<file path="src/hw/rtl/rti_delay.sv">
// ----------------------------------------------------------------------------
// rti_delay
// enable-gated shift line that keeps side data in step with the float units
// ----------------------------------------------------------------------------
module rti_delay #(
   parameter int Width = 32,
   parameter int Depth = 1
) (
   input  logic             clock,
   input  logic             en,
   input  logic [Width-1:0] d,
   output logic [Width-1:0] q
);

   logic [Width-1:0] tap_ff [Depth];

   // shift on every advancing cycle
   always_ff @(posedge clock) begin
      if (en) begin
         tap_ff[0] <= d;
         for (int i = 1; i < Depth; i++) begin
            tap_ff[i] <= tap_ff[i-1];
         end
      end
   end

   assign q = tap_ff[Depth-1];

endmodule

</file>
<file path="config.mk">
export PLATFORM = sky130hd
export DESIGN_NAME = rti_delay
export DESIGN_NICKNAME = d
export VERILOG_FILES = /design/src/hw/rtl/rti_delay.sv
export SDC_FILE = /design/constraint.sdc
export NUM_CORES = 1
export LEC_CHECK = 0
export BUFFER_PORTS_ARGS = -buffer_cell sky130_fd_sc_hd__buf_4
export CAP_MARGIN = 30
export CORE_ASPECT_RATIO = 0.8
export CORE_MARGIN = 4
export CORE_UTILIZATION = 40
export DETAILED_ROUTE_END_ITERATION = 8
export PLACE_DENSITY = 0.88
export SKIP_LAST_GASP = 1
export SYNTH_ARGS = -nofsm -noshare
export SYNTH_HDL_FRONTEND = slang
export SYNTH_SLANG_ARGS = --single-unit
</file>
<file path="constraint.sdc">
create_clock -name clock -period 0.8 [get_ports clock]
set_input_delay 0.2 -clock clock [delete_from_list [all_inputs] [get_ports clock]]
set_output_delay 0.2 -clock clock [all_outputs]
set_load 0.01 [all_outputs]
</file>
# Word-level counts from Yosys, hierarchy flattened
# Memory sizes are Yosys's and may differ from the RTL's.
# Cells that the tools add are included.
# classes
mux,2
# op_table
operator,n
$mux W1,2
# totals
ff_bits,0
elab_cells,3
ram_bits,32
mem_count,1
# memory_table
memory,words,word_bits,rd,rd_clocked_by_memory_dff,wr,line,text
tap_ff,1,32,1,0,1,15,logic [Width-1:0] tap_ff [Depth];

# Logic depth before layout (Yosys ltp)
# depth
word_depth,2
mapped_depth,0
depth_no_buf,0

# Worst setup path after synthesis
# No wires, ideal clock.
# synth_timing
path_type,register -> output
startpoint,mem tap_ff[0][0]
endpoint,out q[0]
path_buffers,0
arrival_time_ns,0.394
stages_incl_launch_ff,1
required_ns,0.600
slack_ns,0.206
cell_sequence,edfxtp_1
# synth_via
elab_chain_cells,1
# synth_rtl
item,line,text
from (decl),15,
$mem_v2 Z1 W32,-,
to (decl),12,output logic [Width-1:0] q
# No other way between the ends.

# Worst setup path in the final report
# layout_timing
startpoint,mem tap_ff[0][22]
endpoint,out q[22]
# The elaborated chain is that of the path after synthesis.

==> reports/qor.yml <==
outcome: "finished with violations"
violations: "negative setup slack"
cp_num_buf_inv: 1
timing.final.crit_period_ns: 1.07
die_area_um2: 3260
largestRegisters: "tap_ff: 32 flops"
htreeDepth: 2
track_usage_pct: 13.7
drt-wirelength-per-cell_um: 15.0
p_clk_share_pct: 31.1
worst_ep_required_time_ns: 0.60
drt_first_pass_iters: 3
setup_ws_ns: -0.268
cpPeakStageDelay_ns: 0.41
cts_made_buffers: 5
grt_max_degree: 21
synth_area_um2: 961
fin_setup_tns_ns: -7.88
slew_headroom_pct: 92.8
core_um2: 2210
drc: 0
multi_input_area_um2: 0
worst_pin_slew_ns: 0.107
internal-power_mw: 2.99
start_kind: "flip-flop"
hold_violations: 0
cts_sinks: 32
cts_buffer_depth: 2
rows: 15
drtAntennaViolNets: 0
die_w_um: 62.8
numPortBuffers: 65
first_iter_violations: 5
endpoint_kind: "output port"
finalSetupViolCount: 32
p_seq_share_pct: 55.3
synth_cells: 32
cap_violations: 0
nets: 140
combPwrFrac_pct: 13.6
register_area_um2: 961
mappedNetlistNets: 66
cp_top_family: "flip-flops"
fin_crit_sh_pct: 134
critPathKind: "reg -> out"
ir_worst_vdd_v: 0.00141
multi_input_cells: 0
viasPerCell: 4.50
vias: 594
hold_path.class: "in -> reg"
cp_max_fo: 1
gp_congestion: 0.674
syn_area_per_cell_um2: 30.0
timing.fmax_ghz: 0.936
power_density_nw_per_um2: 2160
fill_cells: 135
areaGrowthSynthToFinish_pct: 78.3
crit_chain: "buf_6"
die_h_um: 51.8
grt_pass1_vias: 652
grt_pass1_wl_um: 3110
largest_reg_flops: 32
ys_ff_latch: 32
initial_core_util_pct: 43.4
final_layout_size_suffix_gt1_share_pct: 69.2
power_leakage_nw: 0.725
ys_seq_area_share_pct: 100
antennaDiodeCount: 0
finalNonFillerCells: 132
ys_types: 1
clock-root-buffer: "clkbuf_4"
cts_tree: "yes"
crit_cells: 1
cpMaxStageDelayCell: "edfxtp_1"
report.final.slew_viol_count: 0
registers.top_by_ff_count: "tap_ff"
place_inst: 124
yosysWarnings: 0
antenna_found_initial: 0
routed_wl_um: 1980
grt_setup_unrepaired: "yes"
holdPathStages: 1
clkTransAtPathRegs_ns: 0.09
overflow: 0
p_sw_share_pct: 19.5
io_pins: 66
switching_power_uw: 722
arrival_ns: 0.87
[cells in the final DEF, fill, tap and decap left out]
cell and count:
buf_4 34, edfxtp_1 32, buf_6 31, clkbuf_4 5, buf_12 2, clkinv_2 1, bufinv_16 1, clkbuf_1 1
[layout make-up]
type | instances | area share, %
Sequential cell | 32 | 56.1
Clock inverter | 2 | 2.05
Timing Repair Buffer | 67 | 37.6
Clock buffer | 6 | 2.41
Tap cell | 25 | 1.83
[timing repair]
item / 4_1_cts / 5_1_grt
hold buffers: 0 / 0
setup endpoints to repair: 32 / 32
pin swaps: 0 / 0
buffers inserted: 0 / 0
gates resized for setup: 22 / 9
[worst paths after layout]
check / start / end / slack [ns]
max: tap_ff[0][22] / q[22] / -0.27
min: d[28] / tap_ff[0][28] / 0.04
[cells in the mapped netlist]
library cell	n	area share (%)
edfxtp_1	32	100
[metrics by stage]
stage	hold WS (ns)	instance area (µm²)	worst slack (ns)	utilization [%]	power (mW)
5_1_grt	0.0149	1710	-0.324	77.3	3.86
3_3_place_gp	0.378	1520	0.0270	68.6	2.49
2_1_floorplan	0.299	961	0.206	-	2.14
4_1_cts	0.0257	1680	-0.292	75.8	3.74
6_report	0.0447	1710	-0.268	77.3	3.71
3_5_place_dp	0.379	1520	0.0219	68.6	2.50
[routing by layer]
layer	up-vias	wire (µm)	track usage [%]
met5	-	0	0
met4	0	40	7.69
met3	6	192	7.78
met2	36	1120	24.1
met1	274	619	12.6
li1	278	-	-
[power by group through the flow]
| stage | Combinational, mW | Clock [mW] | Sequential (mW) |
|---|---|---|---|
| global placement | 0.433 | 0 | 2.06 |
| floorplan | 0 | 0 | 2.14 |
| finish | 0.505 | 1.15 | 2.05 |
| detailed placement | 0.440 | 0 | 2.06 |
| CTS | 0.490 | 1.20 | 2.04 |
| global route | 0.535 | 1.26 | 2.07 |
[cells by family after synthesis]
group	Yosys count	share of synthesized area, %
flip-flops	32	100
No activity file was read; power rests on OpenSTA's default activity.
