[src/hw/rtl/rti_pkg.sv]
// ----------------------------------------------------------------------------
// rti_pkg
// shared types, constants and single-precision helpers for the ray/triangle
// intersection pipeline
// ----------------------------------------------------------------------------
package rti_pkg;

   // register file
   localparam int NumRegs  = 7;
   localparam int RegIdxW  = 3;
   localparam int FpW      = 32;

   typedef enum logic [RegIdxW-1:0] {
      REG_ORG_X    = 3'd0,
      REG_ORG_Y    = 3'd1,
      REG_ORG_Z    = 3'd2,
      REG_DIR_X    = 3'd3,
      REG_DIR_Y    = 3'd4,
      REG_DIR_Z    = 3'd5,
      REG_MAX_DIST = 3'd6
   } reg_idx_type;

   // float constants
   localparam logic [FpW-1:0] FpZero    = 32'h0000_0000;
   localparam logic [FpW-1:0] FpOne     = 32'h3F80_0000;
   localparam logic [FpW-1:0] FpQnan    = 32'h7FC0_0000;
   localparam logic [FpW-1:0] DetEps    = 32'h3586_37BD;
   localparam logic [FpW-1:0] DetEpsNeg = 32'hB586_37BD;

   // unit latencies in cycles
   localparam int AddLat = 3;
   localparam int MulLat = 3;
   localparam int RcpLat = 12;

   // unrounded intermediate: leading one at bit 47 after normalising
   localparam int NormW = 48;

   typedef struct packed {
      logic               sgn;
      logic               nan;
      logic               inf;
      logic               zero;
      logic signed [11:0] ex;
      logic [NormW-1:0]   man;
   } fp_mid_type;

   function automatic logic fp_is_nan(input logic [FpW-1:0] x);
      return (x[30:23] == 8'hFF) && (x[22:0] != 23'd0);
   endfunction

   function automatic logic fp_is_inf(input logic [FpW-1:0] x);
      return (x[30:23] == 8'hFF) && (x[22:0] == 23'd0);
   endfunction

   function automatic logic fp_is_zero(input logic [FpW-1:0] x);
      return x[30:0] == 31'd0;
   endfunction

   // leading zero count over the intermediate word
   function automatic logic [5:0] lzc48(input logic [NormW-1:0] v);
      logic [5:0] n;
      logic       found;
      n     = 6'd48;
      found = 1'b0;
      for (int i = NormW - 1; i >= 0; i--) begin
         if (!found && v[i]) begin
            n     = 6'(NormW - 1 - i);
            found = 1'b1;
         end
      end
      return n;
   endfunction

   // shift leading one to the top and adjust exponent
   function automatic fp_mid_type fp_norm(input fp_mid_type m);
      fp_mid_type r;
      logic [5:0] lz;
      lz    = lzc48(m.man);
      r     = m;
      r.man = m.man << lz;
      r.ex  = m.ex - $signed({6'd0, lz});
      return r;
   endfunction

   // denormalise if needed, round to nearest even and pack
   function automatic logic [FpW-1:0] fp_round(input fp_mid_type m);
      logic [11:0]      sh;
      logic [NormW-1:0] nd;
      logic [NormW-1:0] mask;
      logic             st;
      logic [7:0]       fld;
      logic             inc;
      logic [30:0]      pk;
      nd   = m.man;
      fld  = m.ex[7:0];
      sh   = 12'd0;
      mask = '0;
      st   = 1'b0;
      if (m.nan) begin
         return FpQnan;
      end
      if (m.inf || (m.ex >= 12'sd255)) begin
         return {m.sgn, 8'hFF, 23'd0};
      end
      if (m.zero) begin
         return {m.sgn, 31'd0};
      end
      if (m.ex < 12'sd1) begin
         sh = 12'(12'sd1 - m.ex);
         if (sh > 12'd48) begin
            sh = 12'd48;
         end
         mask  = ~({NormW{1'b1}} << sh);
         st    = |(m.man & mask);
         nd    = m.man >> sh;
         nd[0] = nd[0] | st;
         fld   = 8'd0;
      end
      inc = nd[23] & ((|nd[22:0]) | nd[24]);
      pk  = {fld, nd[46:24]} + {30'd0, inc};
      return {m.sgn, pk};
   endfunction

   // ieee less-than, false on nan, zeros compare equal
   function automatic logic fp_lt(input logic [FpW-1:0] a, input logic [FpW-1:0] b);
      if (fp_is_nan(a) || fp_is_nan(b)) begin
         return 1'b0;
      end
      if (fp_is_zero(a) && fp_is_zero(b)) begin
         return 1'b0;
      end
      if (a[31] != b[31]) begin
         return a[31];
      end
      if (a[31]) begin
         return a[30:0] > b[30:0];
      end
      return a[30:0] < b[30:0];
   endfunction

   // ieee less-or-equal
   function automatic logic fp_le(input logic [FpW-1:0] a, input logic [FpW-1:0] b);
      if (fp_is_nan(a) || fp_is_nan(b)) begin
         return 1'b0;
      end
      if ((a == b) || (fp_is_zero(a) && fp_is_zero(b))) begin
         return 1'b1;
      end
      return fp_lt(a, b);
   endfunction

endpackage

[src/hw/rtl/rti_fmul.sv]
// ----------------------------------------------------------------------------
// rti_fmul
// three-stage single-precision multiplier, round to nearest even
// ----------------------------------------------------------------------------
module rti_fmul (
   input  logic        clock,
   input  logic        en,
   input  logic [31:0] a,
   input  logic [31:0] b,
   output logic [31:0] res
);

   rti_pkg::fp_mid_type prod_in, prod_ff, norm_ff;
   logic [31:0] res_ff;

   logic [7:0]  ea, eb;
   logic [23:0] ma, mb;

   // significand product and exponent sum
   always_comb begin
      ea = (a[30:23] == 8'd0) ? 8'd1 : a[30:23];
      eb = (b[30:23] == 8'd0) ? 8'd1 : b[30:23];
      ma = {a[30:23] != 8'd0, a[22:0]};
      mb = {b[30:23] != 8'd0, b[22:0]};
      prod_in.sgn  = a[31] ^ b[31];
      prod_in.nan  = rti_pkg::fp_is_nan(a) | rti_pkg::fp_is_nan(b)
                   | (rti_pkg::fp_is_inf(a) & rti_pkg::fp_is_zero(b))
                   | (rti_pkg::fp_is_zero(a) & rti_pkg::fp_is_inf(b));
      prod_in.inf  = rti_pkg::fp_is_inf(a) | rti_pkg::fp_is_inf(b);
      prod_in.zero = rti_pkg::fp_is_zero(a) | rti_pkg::fp_is_zero(b);
      prod_in.ex   = $signed({4'd0, ea}) + $signed({4'd0, eb}) - 12'sd126;
      prod_in.man  = ma * mb;
   end

   // pipeline registers
   always_ff @(posedge clock) begin
      if (en) begin
         prod_ff <= prod_in;
         norm_ff <= rti_pkg::fp_norm(prod_ff);
         res_ff  <= rti_pkg::fp_round(norm_ff);
      end
   end

   assign res = res_ff;

endmodule

[config.mk]
export PLATFORM = sky130hd
export DESIGN_NAME = rti_fmul
export DESIGN_NICKNAME = d
export VERILOG_FILES = /design/src/hw/rtl/rti_pkg.sv /design/src/hw/rtl/rti_fmul.sv
export SDC_FILE = /design/constraint.sdc
export NUM_CORES = 2
export LEC_CHECK = 0
export BUFFER_PORTS_ARGS = -buffer_cell sky130_fd_sc_hd__buf_2
export CAP_MARGIN = 20
export CORE_ASPECT_RATIO = 1.75
export CORE_MARGIN = 2
export CORE_UTILIZATION = 50
export DETAILED_ROUTE_END_ITERATION = 8
export HOLD_SLACK_MARGIN = 0.03
export PLACE_DENSITY_LB_ADDON = 0.25
export SETUP_SLACK_MARGIN = 0.1
export SLEW_MARGIN = 30
export SYNTH_ARGS = -nofsm -noshare
export SYNTH_HDL_FRONTEND = slang
export SYNTH_SLANG_ARGS = --single-unit
export TNS_END_PERCENT = 100
[constraint.sdc]
create_clock -name clock -period 11.5 [get_ports clock]
set_input_delay 1.725 -clock clock [delete_from_list [all_inputs] [get_ports clock]]
set_output_delay 1.725 -clock clock [all_outputs]
set_load 0.02 [all_outputs]
== Yosys cells after proc, flatten, opt, wreduce, memory -nomap -nowiden ==
Cells that the tools add are included.
Widths: inputs -> output; s select.

* Add/subtract/negate cells: 5
* Multiply operators: 1
* Divide/modulo/power cells: 0
* Order comparisons: 3
* Eq/ne operators: 2
* Shift operators: 3
* Multiplexer cells: 176
* Bitwise logic cells: 13
* Reductions and logical operators: 111

{| class="wikitable"
|+ Operator list
! cell !! count
|-
| $mux 6 || 49
|-
| $mux 47 || 5
|-
| $mux 32 || 6
|-
| $mux 1 || 103
|-
| $mux 12 || 6
|-
| $logic_not 31->1 || 2
|-
| $mux 8 || 7
|-
| $logic_and 1x1->1 || 51
|-
| $and 48x48->48 || 1
|-
| $mul 24x24->48 || 1
|-
| $not 48->48 || 1
|-
| $reduce_or 48->1 || 1
|-
| $shl 48x12->48 const A || 1
|-
| $shl 48x6->48 || 1
|-
| $shr 48x12->47 || 1
|-
| $logic_not 1->1 || 47
|-
| $logic_not 23->1 || 2
|-
| $reduce_bool 23->1 || 2
|-
| $add 31x1->31 || 1
|-
| $reduce_or 23->1 || 1
|-
| $eq 8x8->1 const B || 2
|-
| $logic_not 8->1 || 2
|-
| $reduce_bool 8->1 || 2
|-
| $ge 12x9->1 const B || 1
|-
| 10 further kinds || 18
|}

* Flip-flop bits (word level): 160
* Latch bits: 0
* Memory bits (writable): 0
* Bits in read-only memories: 0
* Input bits: 66
* Output and inout port bits: 32
* Word-level logic and storage cells: 327
* Memories kept: 0

== Depth between registers and ports, before layout ==
* Word-level depth: 191
* Depth in mapped cells: 29
* Gate-level depth less buffers: 28

== Worst setup path after synthesis ==
Ideal clock, no wire load.

* Path kind: in2reg
* Start point: input port b[6]
* End point: register prod_ff[46] in the netlist's numbering, data pin
* Setup time: 0.258 ns
* Data arrival time: 8.749 ns
* Data required time: 11.242 ns
* Slack: 2.493 ns
* Stages: 29
* Buffers on the path: 2
* Cells stage by stage: clkbuf_1 > clkbuf_1 > nand2_1 > fa_1 > inv_1 > fa_1 > fa_1 > inv_1 > fa_1 > inv_1 > fa_1 > inv_1 > fa_1 > inv_1 > fa_1 > ha_1 > a21o_1 > a21o_1 > a2111oi_0 > nand2_1 > or3_1 > a311oi_1 > o2bb2ai_1 > a31o_2 > a21oi_1 > a41oi_1 > o21ai_0 > a21oi_1 > xnor2_1

{| class="wikitable"
|+ RTL lines
! element !! line !! text
|-
| start, declared || rti_fmul.sv:9 || <nowiki>input logic [31:0] b,</nowiki>
|-
| end signal, assigned || rti_fmul.sv:38 || <nowiki>prod_ff <= prod_in;</nowiki>
|-
| end, declared || rti_fmul.sv:13 || <nowiki>rti_pkg::fp_mid_type prod_in, prod_ff, norm_ff;</nowiki>
|}

==> run_results.csv <==
group,metric,value,unit
sta,relSlewSlack,0.319,
sta,layout_min_cycle_time,9390,ps
sta,fmax,0.106,GHz
route,routed_wl,108000,um
final_layout,final_common_cell,"nand2_1",
sta,hold_viol_final,0,
place,port_buffers,97,
final_layout,nets,4342,
sta,setup_viol,0,
logic_synthesis,ys.flop_type,"edfxtp_1",
clock_tree,cts_root_buf,"clkbuf_16",
critical_path,cp.depth,28,
clock_tree,clkTransAtPathRegs,70,ps
floorplan,die-area,65800,um2
logic_synthesis,synth_top_family_by_area,"adder cells",
route,wire_per_inst,24.5,um
logic_synthesis,synth_area,31900,um2
final_layout,syn_to_final_growth,5.58,%
global_route,grt_remaining_overflow,0,
logic_synthesis,synthSimpleGateAreaFrac,0.181,
critical_path,endpoint_kind,"register",
route,drc_errors,0,
global_route,grt_first_pass_wirelength,164000,um
floorplan,ios,98,
logic_synthesis,synth-xor-area-share,0.0214,
logic_synthesis,synth_compound_area_frac,0.122,
floorplan,core-area,63200,um2
critical_path,critPathBufInv,6,
global_route,track_usage,0.332,
logic_synthesis,async_reset_ff_frac,0,
critical_path,rr_worst_depth,17,
route,vias_per_cell,6.13,
logic_synthesis,synth-edff-count,158,
logic_synthesis,synth_nets,4395,
place,gp_congestion,1.05,
final_layout,utilization,0.532,
critical_path,crit_arrival,9650,ps
logic_synthesis,avgSynthCellArea,8.73,um2
sta,worst_pin_slew,1010,ps
clock_tree,clkSinkCount,158,
clock_tree,clock_path_buffers,3,
clock_tree,clk_latency,510,ps
clock_tree,postCtsSetupBuffers,0,
final_layout,drive_gt1_frac,0.0634,
run_status,status,"finished, final reports clean",
critical_path,worst_path_most_repeated_cell,"fa_1",
critical_path,path_class,"input pin to register",
route,drtIter0Drc,1780,
floorplan,die_width,195,um
route,ant_nets,0,
place,dp_cells,4373,
logic_synthesis,ys_seq_area_frac,0.149,
clock_tree,hold_buffers,0,
place,place_hpwl,83500,um
global_route,grt_pass1_vias,28300,
critical_path,max_stage_delay,560,ps
sta,fin_setup_tns,0,ps
critical_path,critPathLaunchType,"input pin",
final_layout,fill_cells,5992,
route,firstDrtPassIters,6,
global_route,antenna_found_initial,4,
clock_tree,cts-resized-gates,0,
sta,hold_ws,408,ps
floorplan,start_util,0.504,
clock_tree,cts_tree,"done",
critical_path,required,11750,ps
critical_path,cp_slowest_cell,"fa_1",
hold_path,hp-class,"register to register",
route,dr_total_vias,27000,
logic_synthesis,synthAdderAreaFrac,0.382,
logic_synthesis,synthMuxAreaShare,0.0538,
clock_tree,htree_levels,4,
logic_synthesis,synth_seq_cells,158,
logic_synthesis,yosys_warnings,0,
logic_synthesis,ys_types,84,
sta,slew_violations,0,
hold_path,min_path_cells,0,
run,drv_cap,0,
sta,period_share,0.817,
critical_path,cp_max_fo,25,
critical_path,cp_top_family,"adder cells",
clock_tree,cts_buffers,25,
final_layout,stdcell_count,4406,
sta,finClkSkew,27.7,ps
sta,rsz0062_at_grt,"no",
final_layout,layout_common_cells,"nand2_1, inv_1, fa_1",
floorplan,die_y,338,um
logic_synthesis,synth_cells,3648,
floorplan,num_rows,122,
global_route,grt_max_degree,97,
sequential cells by signal (all words and copies together) (netlist names):
name	cells
norm_ff	64
prod_ff	62
res	32
worst reg2reg max path: stages (launching register included):
cell and delay, ps:
edfxtp_1 350, buf_4 270, inv_1 560, ha_1 380, or4b_4 540, o21a_1 240, o211a_1 350, o2111ai_4 760
buf_4 500, nor2_1 280, a221oi_1 650, a2111oi_0 210, nor3_1 240, a21oi_1 200, nand4bb_1 620, or4_1 810
mux2i_1 170, or3_1 350
cell usage after synthesis (all sizes together), types with 48 or more instances:
library cell	count	area, um2
mux2i	143	1430
edfxtp	158	4740
nand2	560	2100
o21ai	109	546
nor4	48	300
ha	197	2460
clkbuf	185	694
inv	543	2040
and2	215	1350
nor2	167	627
a21oi	155	776
nor3	58	290
xnor2	55	482
fa	484	9690
kinds of logic (layout without fill, tap and decap cells):
logic type,Yosys count,in the layout
simple gates,1221,1221
mux,166,166
compound gates,579,579
xor+xnor,78,78
other cells,0,1
buf+inv,763,714
flops,158,158
fa+ha+maj,683,683
area by class of cell:
cell class / count / area (um2) / area share
Clock inverter: 5 / 76.3 / 0.00227
Timing Repair Buffer: 138 / 797 / 0.0237
Multi-Input combinational cell: 2727 / 24300 / 0.723
Tap cell: 806 / 1010 / 0.0300
Clock buffer: 26 / 629 / 0.0187
Antenna cell: 1 / 2.50 / 0.0000744
Sequential cell: 158 / 4740 / 0.141
Inverter: 545 / 2050 / 0.0608
worst paths after layout:
check         startpoint          end  slack (ps)
max                a[16]  prod_ff[46]        2110
min          prod_ff[63]  norm_ff[63]         410
max reg2reg  norm_ff[49]      res[29]        3780
min reg2reg  prod_ff[63]  norm_ff[63]         410
per-layer routing:
| layer | track usage | wire [um] | vias to the layer above |
|---|---|---|---|
| li1 | - | - | 11900 |
| met1 | 0.321 | 34600 | 13400 |
| met2 | 0.628 | 57300 | 1210 |
| met3 | 0.0506 | 6180 | 489 |
| met4 | 0.261 | 9770 | 6 |
| met5 | 0 | 40 | - |
through the flow:
| stage | setup WS, ps | instance area (um2) |
|---|---|---|
| after floorplan | 2490 | 31900 |
| after global placement | 1700 | 32900 |
| after detailed placement | 1620 | 32900 |
| after CTS | 2180 | 33600 |
| after global routing | 1660 | 33600 |
| final | 2110 | 33600 |
Power is not shown: default switching activity piles up to over one toggle a cycle in this logic, so the estimate is an artifact.
