`src/hw/rtl/rti_pkg.sv`:
```
// ----------------------------------------------------------------------------
// rti_pkg
// shared types, constants and single-precision helpers for the ray/triangle
// intersection pipeline
// ----------------------------------------------------------------------------
package rti_pkg;

   // register file
   localparam int NumRegs  = 7;
   localparam int RegIdxW  = 3;
   localparam int FpW      = 32;

   typedef enum logic [RegIdxW-1:0] {
      REG_ORG_X    = 3'd0,
      REG_ORG_Y    = 3'd1,
      REG_ORG_Z    = 3'd2,
      REG_DIR_X    = 3'd3,
      REG_DIR_Y    = 3'd4,
      REG_DIR_Z    = 3'd5,
      REG_MAX_DIST = 3'd6
   } reg_idx_type;

   // float constants
   localparam logic [FpW-1:0] FpZero    = 32'h0000_0000;
   localparam logic [FpW-1:0] FpOne     = 32'h3F80_0000;
   localparam logic [FpW-1:0] FpQnan    = 32'h7FC0_0000;
   localparam logic [FpW-1:0] DetEps    = 32'h3586_37BD;
   localparam logic [FpW-1:0] DetEpsNeg = 32'hB586_37BD;

   // unit latencies in cycles
   localparam int AddLat = 3;
   localparam int MulLat = 3;
   localparam int RcpLat = 12;

   // unrounded intermediate: leading one at bit 47 after normalising
   localparam int NormW = 48;

   typedef struct packed {
      logic               sgn;
      logic               nan;
      logic               inf;
      logic               zero;
      logic signed [11:0] ex;
      logic [NormW-1:0]   man;
   } fp_mid_type;

   function automatic logic fp_is_nan(input logic [FpW-1:0] x);
      return (x[30:23] == 8'hFF) && (x[22:0] != 23'd0);
   endfunction

   function automatic logic fp_is_inf(input logic [FpW-1:0] x);
      return (x[30:23] == 8'hFF) && (x[22:0] == 23'd0);
   endfunction

   function automatic logic fp_is_zero(input logic [FpW-1:0] x);
      return x[30:0] == 31'd0;
   endfunction

   // leading zero count over the intermediate word
   function automatic logic [5:0] lzc48(input logic [NormW-1:0] v);
      logic [5:0] n;
      logic       found;
      n     = 6'd48;
      found = 1'b0;
      for (int i = NormW - 1; i >= 0; i--) begin
         if (!found && v[i]) begin
            n     = 6'(NormW - 1 - i);
            found = 1'b1;
         end
      end
      return n;
   endfunction

   // shift leading one to the top and adjust exponent
   function automatic fp_mid_type fp_norm(input fp_mid_type m);
      fp_mid_type r;
      logic [5:0] lz;
      lz    = lzc48(m.man);
      r     = m;
      r.man = m.man << lz;
      r.ex  = m.ex - $signed({6'd0, lz});
      return r;
   endfunction

   // denormalise if needed, round to nearest even and pack
   function automatic logic [FpW-1:0] fp_round(input fp_mid_type m);
      logic [11:0]      sh;
      logic [NormW-1:0] nd;
      logic [NormW-1:0] mask;
      logic             st;
      logic [7:0]       fld;
      logic             inc;
      logic [30:0]      pk;
      nd   = m.man;
      fld  = m.ex[7:0];
      sh   = 12'd0;
      mask = '0;
      st   = 1'b0;
      if (m.nan) begin
         return FpQnan;
      end
      if (m.inf || (m.ex >= 12'sd255)) begin
         return {m.sgn, 8'hFF, 23'd0};
      end
      if (m.zero) begin
         return {m.sgn, 31'd0};
      end
      if (m.ex < 12'sd1) begin
         sh = 12'(12'sd1 - m.ex);
         if (sh > 12'd48) begin
            sh = 12'd48;
         end
         mask  = ~({NormW{1'b1}} << sh);
         st    = |(m.man & mask);
         nd    = m.man >> sh;
         nd[0] = nd[0] | st;
         fld   = 8'd0;
      end
      inc = nd[23] & ((|nd[22:0]) | nd[24]);
      pk  = {fld, nd[46:24]} + {30'd0, inc};
      return {m.sgn, pk};
   endfunction

   // ieee less-than, false on nan, zeros compare equal
   function automatic logic fp_lt(input logic [FpW-1:0] a, input logic [FpW-1:0] b);
      if (fp_is_nan(a) || fp_is_nan(b)) begin
         return 1'b0;
      end
      if (fp_is_zero(a) && fp_is_zero(b)) begin
         return 1'b0;
      end
      if (a[31] != b[31]) begin
         return a[31];
      end
      if (a[31]) begin
         return a[30:0] > b[30:0];
      end
      return a[30:0] < b[30:0];
   endfunction

   // ieee less-or-equal
   function automatic logic fp_le(input logic [FpW-1:0] a, input logic [FpW-1:0] b);
      if (fp_is_nan(a) || fp_is_nan(b)) begin
         return 1'b0;
      end
      if ((a == b) || (fp_is_zero(a) && fp_is_zero(b))) begin
         return 1'b1;
      end
      return fp_lt(a, b);
   endfunction

endpackage

```
`src/hw/rtl/rti_frcp.sv`:
```
// ----------------------------------------------------------------------------
// rti_frcp
// pipelined single-precision reciprocal: restoring division of one by the
// significand, three quotient bits per stage, then normalise and round
// ----------------------------------------------------------------------------
module rti_frcp (
   input  logic        clock,
   input  logic        en,
   input  logic [31:0] a,
   output logic [31:0] res
);

   localparam int QuoW     = 27;
   localparam int StepBits = 3;
   localparam int DivSteps = QuoW / StepBits;

   typedef struct packed {
      logic [23:0]     rem;
      logic [QuoW-1:0] quo;
   } div_state_type;

   // a few restoring steps on the partial remainder
   function automatic div_state_type div_step(input div_state_type s, input logic [23:0] dv);
      div_state_type r;
      logic [24:0]   t;
      r = s;
      for (int k = 0; k < StepBits; k++) begin
         t     = {r.rem, 1'b0};
         r.quo = {r.quo[QuoW-2:0], 1'b0};
         if (t >= {1'b0, dv}) begin
            t        = t - {1'b0, dv};
            r.quo[0] = 1'b1;
         end
         r.rem = t[23:0];
      end
      return r;
   endfunction

   div_state_type       div_ff  [DivSteps+1];
   logic [23:0]         dvs_ff  [DivSteps+1];
   rti_pkg::fp_mid_type meta_ff [DivSteps+1];
   rti_pkg::fp_mid_type meta_in, quo_mid, norm_ff;
   logic [31:0]         res_ff;

   // unpack divisor, exponent of the quotient and special cases
   always_comb begin
      meta_in.sgn  = a[31];
      meta_in.nan  = rti_pkg::fp_is_nan(a);
      meta_in.inf  = rti_pkg::fp_is_zero(a);
      meta_in.zero = rti_pkg::fp_is_inf(a);
      meta_in.ex   = 12'sd254 - $signed({4'd0, a[30:23]});
      meta_in.man  = '0;
   end

   // quotient with sticky remainder into the intermediate format
   always_comb begin
      quo_mid        = meta_ff[DivSteps];
      quo_mid.man    = {div_ff[DivSteps].quo, 21'd0};
      quo_mid.man[0] = div_ff[DivSteps].rem != 24'd0;
   end

   // division stages
   always_ff @(posedge clock) begin
      if (en) begin
         div_ff[0].rem <= 24'h40_0000;
         div_ff[0].quo <= '0;
         dvs_ff[0]     <= {a[30:23] != 8'd0, a[22:0]};
         meta_ff[0]    <= meta_in;
         for (int i = 1; i <= DivSteps; i++) begin
            div_ff[i]  <= div_step(div_ff[i-1], dvs_ff[i-1]);
            dvs_ff[i]  <= dvs_ff[i-1];
            meta_ff[i] <= meta_ff[i-1];
         end
         norm_ff <= rti_pkg::fp_norm(quo_mid);
         res_ff  <= rti_pkg::fp_round(norm_ff);
      end
   end

   assign res = res_ff;

endmodule

```
`config.mk`:
```
export PLATFORM = sky130hd
export DESIGN_NAME = rti_frcp
export DESIGN_NICKNAME = d
export VERILOG_FILES = /design/src/hw/rtl/rti_pkg.sv /design/src/hw/rtl/rti_frcp.sv
export SDC_FILE = /design/constraint.sdc
export NUM_CORES = 2
export LEC_CHECK = 0
export CAP_MARGIN = 30
export CORE_AREA = 5 5 340 342
export DETAILED_ROUTE_END_ITERATION = 8
export DIE_AREA = 0 0 345 347
export DONT_BUFFER_PORTS = 1
export GPL_TIMING_DRIVEN = 1
export PLACE_DENSITY = 0.72
export SYNTH_ARGS = -nofsm -noshare
export SYNTH_HDL_FRONTEND = slang
export SYNTH_SLANG_ARGS = --single-unit
```
`constraint.sdc`:
```
create_clock -name clock -period 31.5 [get_ports clock]
set_clock_uncertainty 0.15 [all_clocks]
set_input_delay 6.3 -clock clock [delete_from_list [all_inputs] [get_ports clock]]
set_output_delay 6.3 -clock clock [all_outputs]
set_load 0.02 [all_outputs]
```
---- Word-level counts from Yosys, hierarchy flattened ----
Memories as Yosys holds them, arrays and structs flattened.
Cells that the tools add are included.
storage, ports and cells
  flip-flop bits (word level) ............. 96
  bits in latches ......................... 0
  bits in writable memories ............... 1390
  ROM bits ................................ 0
  input bits .............................. 34
  output and inout port bits .............. 32
  logic and storage cells ................. 368
  memories kept ........................... 3
operators by class
  $add $sub $neg .......................... 31
  multipliers ............................. 0
  divide/modulo/power cells ............... 0
  order comparisons ....................... 30
  equality and inequality tests ........... 1
  shift-type cells ........................ 3
  mux-type cells .......................... 224
  bitwise gates (word level) .............. 5
  reductions and logical operators ........ 64
memory list
  name     words  width  read ports  clocked after memory_dff  write ports  RTL line        text
  meta_ff  10     64     10          0                         10           rti_frcp.sv:41  rti_pkg::fp_mid_type meta_ff [DivSteps+1];
  div_ff   10     51     10          0                         10           rti_frcp.sv:39  div_state_type div_ff [DivSteps+1];
  dvs_ff   10     24     9           0                         10           rti_frcp.sv:40  logic [23:0] dvs_ff [DivSteps+1];
operator list
  operator                number
  $mux 24                 54
  $ge 25x24->1            27
  $sub 24x24->24          27
  $mux 47                 5
  $mux 32                 6
  $mux 6                  29
  $mux 1                  119
  $mux 12                 6
  $and 48x48->48          1
  $not 48->48             1
  $reduce_or 48->1        1
  $shl 48x12->48 const A  1
  $shl 48x6->48           1
  $shr 48x12->47          1
  $mux 8                  5
  $add 31x1->31           1
  $logic_not 31->1        1
  $logic_and 1x1->1       29
  $logic_not 1->1         27
  $reduce_bool 24->1      1
  $logic_not 23->1        1
  $reduce_bool 23->1      1
  $reduce_or 23->1        1
  $ge 12x9->1 const B     1
  10 further kinds        11

---- Longest topological paths before layout ----
An unclocked memory read counts as a cell.
  depth after elaboration ................. 112
  depth in mapped cells ................... 44

---- Least setup slack after synthesis ----
OpenSTA, ideal clock, no wires.
  path type ............................... register to register
  start point ............................. memory dvs_ff[2][1]
  end point ............................... memory div_ff[3][32] (netlist name) (data pin)
  setup time .............................. 0.260 ns
  data arrival time ....................... 9.609 ns
  path slack .............................. 21.481 ns
  stages on the path, launching flop included .. 41
  buffers on the path ..................... 4
  period minus slack after synthesis ...... 10.019 ns
  cell sequence ........................... edfxtp_1 inv_1 ha_1 nor2b_1 o21ai_0 a21boi_0 o41ai_1 o221ai_1 a221o_1 a221oi_1 o211ai_1 clkbuf_1 mux2_2 ha_1 a21o_1 a21o_1 a21o_1 a21oi_1 (+5 left out) nand2_1 clkbuf_1 buf_1 a21oi_1 ha_1 a21o_1 a21o_1 nor3_1 a21oi_1 o22ai_1 o22ai_1 or4_1 a41o_1 nand2_1 nand3_1 a21oi_1 buf_2 mux2_2
RTL lines
  element             RTL line
  start: declaration  rti_frcp.sv:40
  end: declaration    rti_frcp.sv:39

==> impl_results.md <==
- CP Launch Type: register
- Setup TNS: 0 ns
- Synth area leader: edfxtp_1
- First-pass GRT wire length: 289000 um
- Vias in the first global route: roughly 52000
- Period utilization: 37.5%
- Tot GR Track Use: 29.6%
- Die area: 120000 um2
- Max stage delay on crit path: roughly 0.62 ns
- Largest net degree at the start of global routing: between 700 and 800
- Via count: 55000
- Via-to-Cell Ratio: 6.41
- FILL cells: 9407
- Crit path max fanout: 32
- Worst-skew pair later-pin latency: 0.68 ns
- Initial antenna violation count: 0
- Min-Delay Path Class: reg2reg
- Cts-stage hold buffer count: 0
- Worst Max-Slew Pin Slew: 1.33 ns
- Hold Startpoint: div_ff[5][6]
- RSZ-0062 raised after global routing: false
- Setup crit end kind: register
- Number of setup buffers added after CTS: 0
- Top_reg_cell synth: edfxtp_1
- Synth area leaders: edfxtp_1 (36%), ha_1 (12%), mux2_2 (6.0%)
- Critical path's most frequent cell: o21ai_0
- F_max: 84.7 MHz
- Row count: between 100 and 150
- Final Hold Fails: 0
- EDFF count, synth: 793
- CTS tree: built
- Synth Register Bits: 793
- Ys async rst share: 0%
- Post-Synthesis Cells: ~7100
- Crit path launch: dvs_ff[2][1]
- Fin. max-slew vios: 0
- DP Wirelength: roughly 140000 um
- Synth Area per Inst: between 9 and 10 um2
- Synth top area share: 35.7%
- Mapped Nets: 7736
- CTS Root Cell: clkbuf_16
- Critical Path Slowest Stage Cell: a221oi_1
- Endpoints failing setup: 0
- Tmin final: 11.81 ns
- Post-CTS Resized: 0
- Reg-to-Reg Start: dvs_ff[2][1]
- R2R Setup Slk: about 20 ns
- Worst Path Required: about 32 ns
- FF+latch area: 23800 um2
- Layout cells sized above 1: under 10%
- Crit path DAT: 12.06 ns
- DRT antenna net count: 0
- Core area: 112000 um2
- Post-synthesis sequential area ratio: a little over a third
- CTS clk-pin slew, worst paths: 0.06 ns
- YS warnings: 0
- CTS Buf Count: between 80 and 90
- Chip width: 345 um
- # nets final: between 7000 and 8000
- DR WL/cell: 21.6 um
- Initial drt markers: 5044
- Port bufs: 0
- Number of inserted diodes: 0
- WL final: 185000 um
- Critical path class: reg2reg
- IO Count: 66
- Slew headroom: 11.1%
- Initial DRT Pass Iterations: 6
- Die height: 347 um
- H-tree Lvls: 3
- Max Cap Viol: 0
- Area of the mapped netlist: about 67000 um2
- GP Congestion: between 0.9 and 1
- Synth unique cells: between 90 and 100
- Sink Count: 793
- Buffer depth of the longest clock path: 3
- Initial Util: 59.5%
- # DRC: 0
- Area growth, synth to finish: 6.93%
- Multi-input gate area: 40700 um2
- Outcome: completed
- GRT overflow: 0
cells by family (layout without fill, tap and decap cells):
group	count (synthesis)	count (layout)	share of synthesized area, %
flip-flops	793	793	35.7
XOR/XNOR	556	556	7.31
AO/OA/AOI/OAI	1994	1994	19.2
buffers and inverters	597	605	3.46
AND/OR/NAND/NOR	2054	2054	14.9
adder cells (fa/ha/maj)	627	627	11.9
multiplexers	454	454	7.52
per-layer routing:
metal  global-route usage (%)  share of wire (%)  up-vias
met1                     41.3                 45    26200
met4                     10.6                3.7        0
met2                     47.5                 45     2049
li1                         -                  -    26400
met5                        0                  0        -
met3                     4.11                6.7      402
area by class of cell:
cell class	count	share of cell area [%]
clock buffer	94	3.12
clock inverter	63	1.03
inverter	388	2.04
multi-input combinational	5685	57.0
sequential	793	33.4
tap	1500	2.63
timing repair buffer	60	0.783
final timing paths:
kind                         to  depth (start not counted)
setup / recovery  div_ff[3][31]                         40
hold / removal     div_ff[6][9]                          0
setup reg to reg  div_ff[3][31]                         40
hold reg to reg    div_ff[6][9]                          0
cell usage after synthesis, drive strengths merged, types with 22 or more instances:
cell / number
nor2b: 90
inv: 381
buf: 59
a21o: 276
a211oi: 73
nor3: 204
ha: 618
xnor2: 362
nor4: 62
a21oi: 604
xor2: 194
edfxtp: 793
mux2: 356
o31ai: 47
o211ai: 30
a21boi: 35
or3: 42
and2: 37
mux2i: 96
nand2: 517
o22ai: 28
or2: 35
clkbuf: 150
a41oi: 22
nand3: 150
o21a: 98
nand2b: 83
o21bai: 72
and3: 64
a31oi: 67
o21ai: 387
nor2: 578
and4: 23
a22oi: 29
nand4: 109
worst max-delay path, delay by kind of cell (launching register included):
family	cells	cell delay (ns)
AOI/OAI and AO/OA	22	6.67
and+or+nand+nor	10	1.81
buffers and inverters	4	1.02
adders and majority gates	3	0.97
DFF	1	0.50
muxes	1	0.38
layout by cell type, fill, tap and decap left out, types with 44 or more instances in the layout:
master and count:
o21ai_0 383, a31oi_1 65, nand3_1 150, edfxtp_1 793, nand2_1 517, xor2_1 194
mux2_2 355, mux2i_1 96, and3_1 64, nor3_1 199, ha_1 618, nand4_1 108
inv_1 378, xnor2_1 361, a211oi_1 71, nor2b_1 90, o21a_1 98, buf_4 54
clkbuf_16 88, o31ai_1 44, nor4_1 58, o21bai_1 72, a21o_1 276, nor2_1 573
nand2b_1 83, a21oi_1 601
through the flow:
stage / hold slack, ns / setup WS (ns) / area (um2) / util (%) / std cells
3_3_place_gp: 0.250 / 20.34 / 68200 / 60.9 / 8419
3_5_place_dp: 0.255 / 20.11 / 68300 / 60.9 / 8423
6_report: 0.257 / 19.69 / 71300 / 63.7 / 8583
2_1_floorplan: 0.250 / 21.48 / 66700 / - / 7075
4_1_cts: 0.252 / 19.96 / 71200 / 63.6 / 8580
5_1_grt: 0.261 / 18.81 / 71300 / 63.7 / 8583
state kept, by name, summed over array words and instances (netlist names):
| name | cells |
|---|---|
| norm_ff | 64 |
| div_ff | 351 |
| dvs_ff | 216 |
| res | 32 |
| meta_ff | 130 |
Power is left out: the tool's default activity adds up to more than one toggle a clock period on the data nets, which glitch-free logic cannot reach.
